===== src/rtl/core/ufr_pkg.sv =====
package ufr_pkg;

    localparam logic [7:0] HDR_BYTE = 8'hA5;
    localparam logic [7:0] TYPE_ERR = 8'h52;
    localparam logic [7:0] TYPE_ACK = 8'h12;
    localparam logic [7:0] TYPE_MSG = 8'h22;
    localparam logic [7:0] ZERO_BYTE = 8'h00;
    localparam logic [7:0] CSUM_INIT = 8'hFF;
    localparam logic [7:0] TYPE_LEN = 8'd3;

    typedef enum logic [2:0] {
        K_DATA      = 3'd0,
        K_OK        = 3'd1,
        K_CSUM_ERR  = 3'd2,
        K_ERR_RESP  = 3'd3,
        K_MALFORMED = 3'd4
    } t_kind;

    typedef enum logic [2:0] {
        S_HDR,
        S_TYPE,
        S_SEQ,
        S_LEN,
        S_ZERO,
        S_CSUM,
        S_BODY
    } t_state;

    typedef struct packed {
        logic        valid;
        t_kind       kind;
        logic [7:0]  data;
        logic        data_valid;
        logic [7:0]  payload_index;
        logic [7:0]  packet_type;
        logic [7:0]  sequence_res;
        logic [23:0] payload_type;
        logic [7:0]  payload_length;
        logic        ack_required;
        logic        ack_received;
        logic        plain_ack;
    } t_result;

endpackage


===== src/rtl/core/ufr_parser.sv =====
module ufr_parser (
    input  logic             i_clk,
    input  logic             i_rst_n,
    input  logic             i_take,
    input  logic [7:0]       i_byte,
    output ufr_pkg::t_result o_res
);
    import ufr_pkg::*;

    t_state      r_state, n_state;
    logic [7:0]  r_cnt, n_cnt;
    logic [7:0]  r_type, n_type;
    logic [7:0]  r_seq, n_seq;
    logic [7:0]  r_len, n_len;
    logic [7:0]  r_rx_csum, n_rx_csum;
    logic [7:0]  r_csum, n_csum;
    logic [23:0] r_ptype, n_ptype;

    logic        last;
    logic        in_payload;
    logic [7:0]  csum_sub;
    logic [23:0] ptype_sub;

    // body byte bookkeeping, valid while in S_BODY
    assign csum_sub   = r_csum - i_byte;
    assign ptype_sub  = (r_cnt < TYPE_LEN) ? {r_ptype[15:0], i_byte} : r_ptype;
    assign last       = ({1'b0, r_cnt} + 9'd1) >= {1'b0, r_len};
    assign in_payload = r_cnt >= TYPE_LEN;

    // next state
    always_comb begin
        n_state = r_state;
        case (r_state)
            S_HDR: begin
                if (i_byte == HDR_BYTE) n_state = S_TYPE;
            end
            S_TYPE: begin
                if (i_byte inside {TYPE_ACK, TYPE_MSG}) n_state = S_SEQ;
                else n_state = S_HDR;
            end
            S_SEQ:  n_state = S_LEN;
            S_LEN:  n_state = S_ZERO;
            S_ZERO: begin
                if (i_byte == ZERO_BYTE) n_state = S_CSUM;
                else n_state = S_HDR;
            end
            S_CSUM: begin
                if (r_len == 8'd0) n_state = S_HDR;
                else n_state = S_BODY;
            end
            S_BODY: begin
                if (last) n_state = S_HDR;
            end
            default: n_state = S_HDR;
        endcase
    end

    // datapath and result
    always_comb begin
        n_cnt     = r_cnt;
        n_type    = r_type;
        n_seq     = r_seq;
        n_len     = r_len;
        n_rx_csum = r_rx_csum;
        n_csum    = r_csum;
        n_ptype   = r_ptype;
        o_res     = '0;
        o_res.kind = K_DATA;
        case (r_state)
            S_HDR: begin
                n_csum = CSUM_INIT - HDR_BYTE;
            end
            S_TYPE: begin
                if (i_byte == TYPE_ERR) begin
                    o_res.valid = 1'b1;
                    o_res.kind  = K_ERR_RESP;
                end
                if (i_byte inside {TYPE_ACK, TYPE_MSG}) begin
                    n_type = i_byte;
                    n_csum = r_csum - i_byte;
                end
            end
            S_SEQ: begin
                n_seq  = i_byte;
                n_csum = r_csum - i_byte;
            end
            S_LEN: begin
                n_len  = i_byte;
                n_csum = r_csum - i_byte;
            end
            S_ZERO: begin
            end
            S_CSUM: begin
                n_rx_csum = i_byte;
                n_ptype   = '0;
                n_cnt     = '0;
                if (r_len == 8'd0) begin
                    o_res.valid        = 1'b1;
                    o_res.kind         = K_MALFORMED;
                    o_res.packet_type  = r_type;
                    o_res.sequence_res = r_seq;
                end
            end
            S_BODY: begin
                n_csum  = csum_sub;
                n_ptype = ptype_sub;
                n_cnt   = r_cnt + 8'd1;
                if (in_payload) begin
                    o_res.data          = i_byte;
                    o_res.data_valid    = 1'b1;
                    o_res.payload_index = r_cnt - TYPE_LEN;
                end
                if (!last) begin
                    o_res.valid = in_payload;
                end else if (r_len < TYPE_LEN) begin
                    // frame too short to hold the payload type
                    o_res              = '0;
                    o_res.valid        = 1'b1;
                    o_res.kind         = K_MALFORMED;
                    o_res.packet_type  = r_type;
                    o_res.sequence_res = r_seq;
                end else begin
                    o_res.valid          = 1'b1;
                    o_res.packet_type    = r_type;
                    o_res.sequence_res   = r_seq;
                    o_res.payload_type   = ptype_sub;
                    o_res.payload_length = r_len - TYPE_LEN;
                    if (csum_sub == r_rx_csum) begin
                        o_res.kind         = K_OK;
                        o_res.ack_required = (r_type == TYPE_MSG);
                        o_res.ack_received = (r_type == TYPE_ACK);
                        o_res.plain_ack    = (r_type == TYPE_ACK) &&
                                             (r_len == TYPE_LEN + 8'd1);
                    end else begin
                        o_res.kind = K_CSUM_ERR;
                    end
                end
            end
            default: begin
            end
        endcase
    end

    always_ff @(posedge i_clk) begin
        if (!i_rst_n) begin
            r_state   <= S_HDR;
            r_cnt     <= '0;
            r_type    <= '0;
            r_seq     <= '0;
            r_len     <= '0;
            r_rx_csum <= '0;
            r_csum    <= CSUM_INIT;
            r_ptype   <= '0;
        end else if (i_take) begin
            r_state   <= n_state;
            r_cnt     <= n_cnt;
            r_type    <= n_type;
            r_seq     <= n_seq;
            r_len     <= n_len;
            r_rx_csum <= n_rx_csum;
            r_csum    <= n_csum;
            r_ptype   <= n_ptype;
        end
    end

    a_body_len: assert property (@(posedge i_clk) disable iff (!i_rst_n)
        r_state == S_BODY |-> r_len != 8'd0)
        else $error("body entered with zero length");

    a_body_cnt: assert property (@(posedge i_clk) disable iff (!i_rst_n)
        r_state == S_BODY |-> r_cnt < r_len)
        else $error("body count ran past length");

    a_type_kept: assert property (@(posedge i_clk) disable iff (!i_rst_n)
        (r_state == S_SEQ || r_state == S_BODY) |-> (r_type == TYPE_ACK || r_type == TYPE_MSG))
        else $error("frame type not ack or message");

endmodule


===== src/rtl/core/uart_frame_receiver_top.sv =====
// channel   | handshake           | payload
// ----------+---------------------+---------------------------------------------
// rx in     | i_valid / o_stall   | i_rx_byte
// result    | o_valid / i_stall   | o_kind through o_plain_ack, one port per field
//
// one byte per cycle while o_stall is low; a result appears in the cycle after the byte
// that causes it is taken, held in the single result register behind the frame parser
// reset is synchronous, active low, and returns the parser to header search
// o_stall is high only while a result is held and the downstream stalls
module uart_frame_receiver_top (
    input  logic        i_clk,
    input  logic        i_rst_n,
    input  logic        i_valid,
    output logic        o_stall,
    input  logic [7:0]  i_rx_byte,
    output logic        o_valid,
    input  logic        i_stall,
    output logic [2:0]  o_kind,
    output logic [7:0]  o_data,
    output logic        o_data_valid,
    output logic [7:0]  o_payload_index,
    output logic [7:0]  o_packet_type,
    output logic [7:0]  o_sequence_res,
    output logic [23:0] o_payload_type,
    output logic [7:0]  o_payload_length,
    output logic        o_ack_required,
    output logic        o_ack_received,
    output logic        o_plain_ack
);
    import ufr_pkg::*;

    logic    take;
    t_result res;
    t_result r_out;
    logic    r_out_valid;

    assign o_stall = r_out_valid && i_stall;
    assign take    = i_valid && !o_stall;

    ufr_parser u_parser (
        .i_clk   (i_clk),
        .i_rst_n (i_rst_n),
        .i_take  (take),
        .i_byte  (i_rx_byte),
        .o_res   (res)
    );

    always_ff @(posedge i_clk) begin
        if (!i_rst_n) begin
            r_out_valid <= 1'b0;
        end else if (take) begin
            r_out_valid <= res.valid;
        end else if (!i_stall) begin
            r_out_valid <= 1'b0;
        end
    end

    // payload register, loaded on every input transfer
    always_ff @(posedge i_clk) begin
        if (take) begin
            r_out <= res;
        end
    end

    assign o_valid          = r_out_valid;
    assign o_kind           = r_out.kind;
    assign o_data           = r_out.data;
    assign o_data_valid     = r_out.data_valid;
    assign o_payload_index  = r_out.payload_index;
    assign o_packet_type    = r_out.packet_type;
    assign o_sequence_res   = r_out.sequence_res;
    assign o_payload_type   = r_out.payload_type;
    assign o_payload_length = r_out.payload_length;
    assign o_ack_required   = r_out.ack_required;
    assign o_ack_received   = r_out.ack_received;
    assign o_plain_ack      = r_out.plain_ack;

    a_data_kind: assert property (@(posedge i_clk) disable iff (!i_rst_n)
        o_valid && o_data_valid |->
            (o_kind == K_DATA || o_kind == K_OK || o_kind == K_CSUM_ERR))
        else $error("payload byte on a result kind that carries none");

    a_flag_kind: assert property (@(posedge i_clk) disable iff (!i_rst_n)
        o_valid && (o_ack_required || o_ack_received) |-> o_kind == K_OK)
        else $error("ack flag on a frame that is not ok");

    a_plain_ack: assert property (@(posedge i_clk) disable iff (!i_rst_n)
        o_valid && o_plain_ack |-> o_ack_received && !o_ack_required)
        else $error("plain ack without ack received");

endmodule

===== config.mk =====
export PLATFORM = sky130hd
export DESIGN_NAME = uart_frame_receiver_top
export DESIGN_NICKNAME = d
export VERILOG_FILES = /design/src/rtl/core/ufr_pkg.sv /design/src/rtl/core/ufr_parser.sv /design/src/rtl/core/uart_frame_receiver_top.sv
export SDC_FILE = /design/constraint.sdc
export NUM_CORES = 1
export LEC_CHECK = 0
export BUFFER_PORTS_ARGS = -buffer_cell sky130_fd_sc_hd__buf_4
export CAP_MARGIN = 20
export CORE_MARGIN = 8
export CORE_UTILIZATION = 25
export CTS_BUF_LIST = sky130_fd_sc_hd__clkbuf_4 sky130_fd_sc_hd__clkbuf_8 sky130_fd_sc_hd__clkbuf_16
export CTS_CLUSTER_DIAMETER = 40
export DETAILED_ROUTE_END_ITERATION = 8
export PLACE_DENSITY = 0.45
export SLEW_MARGIN = 40
export SYNTH_ARGS = -nofsm -noshare
export SYNTH_HDL_FRONTEND = slang
export SYNTH_HIERARCHICAL = 1
export SYNTH_SLANG_ARGS = --single-unit
export TNS_END_PERCENT = 100

===== constraint.sdc =====
create_clock -name i_clk -period 10 [get_ports i_clk]
set_clock_uncertainty 0.05 [all_clocks]
set_input_delay 0 -clock i_clk [delete_from_list [all_inputs] [get_ports i_clk]]
set_output_delay 0 -clock i_clk [all_outputs]
set_load 0.05 [all_outputs]

Yosys cells after proc, flatten, opt, wreduce, memory -nomap -nowiden:

Cells that the tools add are included.

* multiplexer cells: 26
* $add $sub $neg: 5
* bitwise operators: 3
* magnitude comparators: 4
* reductions and logical operators: 20
* equal/unequal tests: 18

Operators by type and width (number)
* 71-bit two-way mux: 1
* 24-bit one-hot mux with 2 select lines: 1
* 35-bit two-way mux: 1
* 17-bit two-way mux: 2
* 16-bit one-hot mux with 2 select lines: 1
* 24-bit two-way mux: 1
* 8-bit one-hot mux with 3 select lines: 1
* 3-bit one-hot mux with 7 select lines: 1
* 3-bit two-way mux: 6
* 8-bit by 5-bit equality test with 1-bit output (second input constant): 2
* 8-bit by 6-bit equality test with 1-bit output (second input constant): 2
* 8-bit zero test: 2
* 8-bit by 2-bit < comparator with 1-bit output (second input constant): 2
* 16-bit two-way mux: 1
* 8-bit one-hot mux with 2 select lines: 1
* 8-bit by 2-bit subtractor with 8-bit output (second input constant): 2
* 4-bit one-hot mux with 3 select lines: 1
* 8-bit by 1-bit adder with 9-bit output (second input constant): 1
* 3-bit equality test (second input constant): 3
* 9-bit by 8-bit >= comparator with 1-bit output: 1
* 3-bit AND reduction: 3
* 8-bit by 1-bit adder with 8-bit output (second input constant): 1
* 8-bit by 3-bit equality test with 1-bit output (second input constant): 1
* 8-bit by 7-bit equality test with 1-bit output (second input constant): 1
* other kinds (20): 37

* output and inout port bits: 73
* register bits: 147

Longest topological paths before layout:

* depth after elaboration: 7
* depth in mapped cells: 13
* gate-level depth less buffers: 13

Modules after synthesis:

The synthesis kept the hierarchy.

Modules (own cells, without submodules)
* ufr_parser: cells each 636, area an instance 4810.9 sq um, times used 1
* uart_frame_receiver_top: cells each 76, area an instance 2183.3 sq um, times used 1

Worst setup path before layout:

OpenSTA, ideal clock, no wires.

* path type: flip-flop to flip-flop
* start: register r_out_valid, in the netlist o_valid
* end: register u_parser.r_type[0]
* arrival: 3798 ps
* buffers on the path: 2
* library setup time: 116 ps
* cell stages (with the launch flop): 8
* clock period less this slack: 3965 ps
* slack: 6035 ps
* cells stage by stage: dfxtp_1 -> and2_4 -> nor2b_2 -> buf_6 -> or2b_1 -> or3_1 -> buf_6 -> and3_2

* longest elaborated chain between the ends: 4

RTL lines
* start: declaration: line uart_frame_receiver_top.sv:35 `logic r_out_valid;`
* start signal: assignment: line uart_frame_receiver_top.sv:52 `r_out_valid <= res.valid;`
* 1-bit logical AND: line uart_frame_receiver_top.sv:37 `assign o_stall = r_out_valid && i_stall;`
* via o_stall: line uart_frame_receiver_top.sv:14 `output logic o_stall,`
* 1-bit zero test: line uart_frame_receiver_top.sv:38 `assign take = i_valid && !o_stall;`
* 1-bit logical AND: line uart_frame_receiver_top.sv:38
* via take: line uart_frame_receiver_top.sv:32 `logic take;`
* 3-bit AND reduction (no line)
* end signal: assignment: line ufr_parser.sv:157 `r_type <= n_type;`
* end: declaration: line ufr_parser.sv:12 `logic [7:0] r_type, n_type;`

The timed path passes the listed nets, and every way through them passes these cells.
A chain may end at the register's enable or synchronous reset.

==> qor.csv <==
metric,value,unit
fin_crit,3.464,ns
synth.ff_latch_count,147,
fin_tns_setup,0,ns
dp.final_hpwl,12810,microns
drt-initial-drc-count,289,
synthCells,712,
finalCritPeriodShare,34.64,%
fin_ws,6.536,ns
r2r_start,u_parser/r_cnt[0]$_SDFFE_PN0P_,
initial_core_util,25.24,%
coreArea,0.02771,sq mm
synth_nets,743,
final-hold-violation-count,0,
routedLengthMet1,9526,microns
pre_cts_ws,6.580,ns
cp_common_cell,ha_1,
wl_per_cell,16.22,microns
ys.warnings.count,6,
grt_max_degree,78,
drive_gt1_share,18.07,%
io_pins,85,
async_reset_ff_share,0,%
gp_congestion,0.8015,
vias_per_cell,4.460,
worstHoldPathCells,2,
crit_path_cell_trace,ha_1 -> nand3_1 -> nor2_1 -> xor2_1 -> ha_1 -> a21oi_1 -> o22ai_1 -> a211oi_1 -> o31ai_1 -> nand2_1 -> nand4_1 -> a22oi_1 -> dlygate4sd3_1 -> nor2b_1,
cts_buffers,17,
synth_flop_cell,dfxtp_1,
reg2reg_depth,14,
grt.total_usage,11.43,%
cts.clk_slew.worst_paths,0.07,ns
required,10.26,ns
worst_path_largest_cell_delay,0.56,ns
max_freq,0.2887,GHz
clkSinkCount,147,
maxCapViolCount,0,
insertion_delay,0.42,ns
path_max_fanout,8,
vias,5240,
worst_pin_slew,0.8431,ns
reg2reg_to,o_valid$_SDFFE_PN0P_,
dr_wl_met2,8498,microns
die_height,183.3,microns
holdCritPathClass,in -> reg,
vdd_drop_max,105.5,uV
p_leak,3.210,nW
route.met3.wl,884,microns
min_from,i_rst_n,
end_kind,flop,
synth-seq-area-share,52.24,%
design.die.area,0.03358,sq mm
nNetsFinal,815,
worstSetupPathType,reg -> reg,
antenna_found_initial,0,
clockBufferDepth,2,
cts_max_level,4,
drcViolationCount,0,
rows,61,
slowest_stage,dlygate4sd3_1,
setup_viol,0,
worst-path-buf-inv,1,
grt_pass1_vias,5076,
portBuffers,84,
grt_pass1_wl,30220,microns
worstSetupStartpointType,flop,
status,finished clean,
area.growth.synth_to_final,23.24,%
ys_types,62,
cts_tree,done,
path_delay_family,compound AO/OA/AOI/OAI gates,
cts-root-buf,clkbuf_16,
drtAntennaViolNets,0,
die_w,183.3,microns
power_density,178.1,mW/mm^2
holdPathEnd,u_parser/r_csum[4]$_SDFFE_PN1P_,
grt-ovfl-total,0,
drv_slew,0,
first_pass_iters,5,
antenna_cells,0,
slew-limit-headroom,43.54,%
cp.arrival,3.73,ns
synth_area,0.006994,sq mm
rsz0062_at_grt,no,
rrSetupSlack,6.54,ns
synth_edf_count,71,
avgSynthCellArea,9.823,sq um
highest_layer,met4,
routed_wirelength,19060,microns
cts_resized,0,
[how the worst max path moves through the flow]
stage / end / slack, ns / cells after the start / start
6_report: o_valid$_SDFFE_PN0P_ / 6.54 / 14 / u_parser/r_cnt[0]$_SDFFE_PN0P_
5_1_grt: o_valid$_SDFFE_PN0P_ / 6.25 / 14 / u_parser/r_cnt[0]$_SDFFE_PN0P_
3_3_place_gp: o_payload_index[1]$_DFFE_PP_ / 6.75 / 10 / u_parser/r_cnt[0]$_SDFFE_PN0P_
3_5_place_dp: o_data[0]$_DFFE_PP_ / 6.58 / 10 / u_parser/r_cnt[0]$_SDFFE_PN0P_
4_1_cts: o_valid$_SDFFE_PN0P_ / 6.54 / 14 / u_parser/r_cnt[0]$_SDFFE_PN0P_
2_1_floorplan: u_parser/r_type[0]$_SDFFE_PN0P_ / 6.04 / 7 / o_valid$_SDFFE_PN0P_
[cell type report]
| cell class | instances | area (sq um) |
|---|---|---|
| clock buffers | 17 | 425.4 |
| clock inverters | 15 | 163.9 |
| fillers | 2898 | 19090 |
| inverters | 24 | 90.09 |
| multi-input cells | 495 | 3045 |
| flip-flops and latches | 147 | 3654 |
| well taps | 378 | 473.0 |
| repair buffers | 99 | 768.2 |
[layout by cell type, fill, tap and decap left out, types with 24 or more instances in the layout]
cell,synthesis,final
nand2_1,124,124
edfxtp_1,71,71
a22oi_1,31,31
a21boi_0,27,27
buf_4,0,89
inv_1,24,24
a21oi_1,39,39
nor2b_1,39,39
nor2_1,36,36
dfxtp_1,76,76
[where the power goes]
part	internal [W]	switching (W)	leakage, nW
clock	0.000356	0.000289	0.291
combinational	0.0000766	0.000139	1.57
sequential	0.000652	0.0000222	1.35
total	0.00108	0.000450	3.21
[metrics by stage]
step	cell area (sq um)	util [%]	cells	hold WS, ns	total power [W]
6_report	8620	31.11	1175	0.01647	0.001535
5_1_grt	8620	31.11	1175	0.05009	0.001599
4_1_cts	8620	31.11	1175	0.02702	0.001555
3_5_place_dp	7930	28.62	1133	0.2333	0.0009007
3_3_place_gp	7921	28.59	1133	0.2285	0.0009022
2_1_floorplan	6994	-	712	0.07817	0.0008411
[logic make-up after synthesis]
logic type	Yosys count	synth area share, %
AOI/OAI and AO/OA	147	14.19
xor gates and xnor gates	30	4.168
adders and majority gates	19	3.506
buffers and inverters	70	4.490
DFF	147	52.24
muxes	3	0.4294
and+or+nand+nor	296	20.98
[flip-flops by register name (all words and copies together) (netlist names), 8 cells and up]
signal and count:
u_parser/r_cnt 8, u_parser/r_len 8, o_payload_length 8, o_payload_type 24, o_sequence_res 8, u_parser/r_rx_csum 8, u_parser/r_seq 8, u_parser/r_csum 8
o_payload_index 8, o_packet_type 8, u_parser/r_ptype 24, o_data 8, u_parser/r_type 8
[layer usage]
metal	up-vias	global-route usage, %
li1	2647	-
met1	2485	15.72
met2	99	17.47
met3	9	2.889
met4	0	3.188
met5	-	0
[synth_stat cells (6+ instances only)]
master / n / area, sq um
a21boi_0: 27 / 202.7
a21oi_1: 39 / 195.2
nor3_1: 9 / 45.04
nand3_1: 12 / 60.06
a22oi_1: 31 / 232.7
inv_1: 24 / 90.09
or3_1: 6 / 37.54
clkbuf_1: 35 / 131.4
dfxtp_1: 76 / 1521
o21ai_0: 15 / 75.07
ha_1: 18 / 225.2
nor2b_1: 39 / 244.0
edfxtp_1: 71 / 2132
xor2_1: 11 / 96.34
xnor2_1: 17 / 148.9
nor2_1: 36 / 135.1
and2_1: 23 / 143.9
nand2b_1: 7 / 43.79
nand2_1: 124 / 465.5
[repair_timing]
action	in CTS	in global routing
endpoints found under the setup margin	0	0
setup buffers	0	0
hold buffers	10	0
hold endpoints to repair	43	0
No activity file was read; power rests on OpenSTA's default activity.
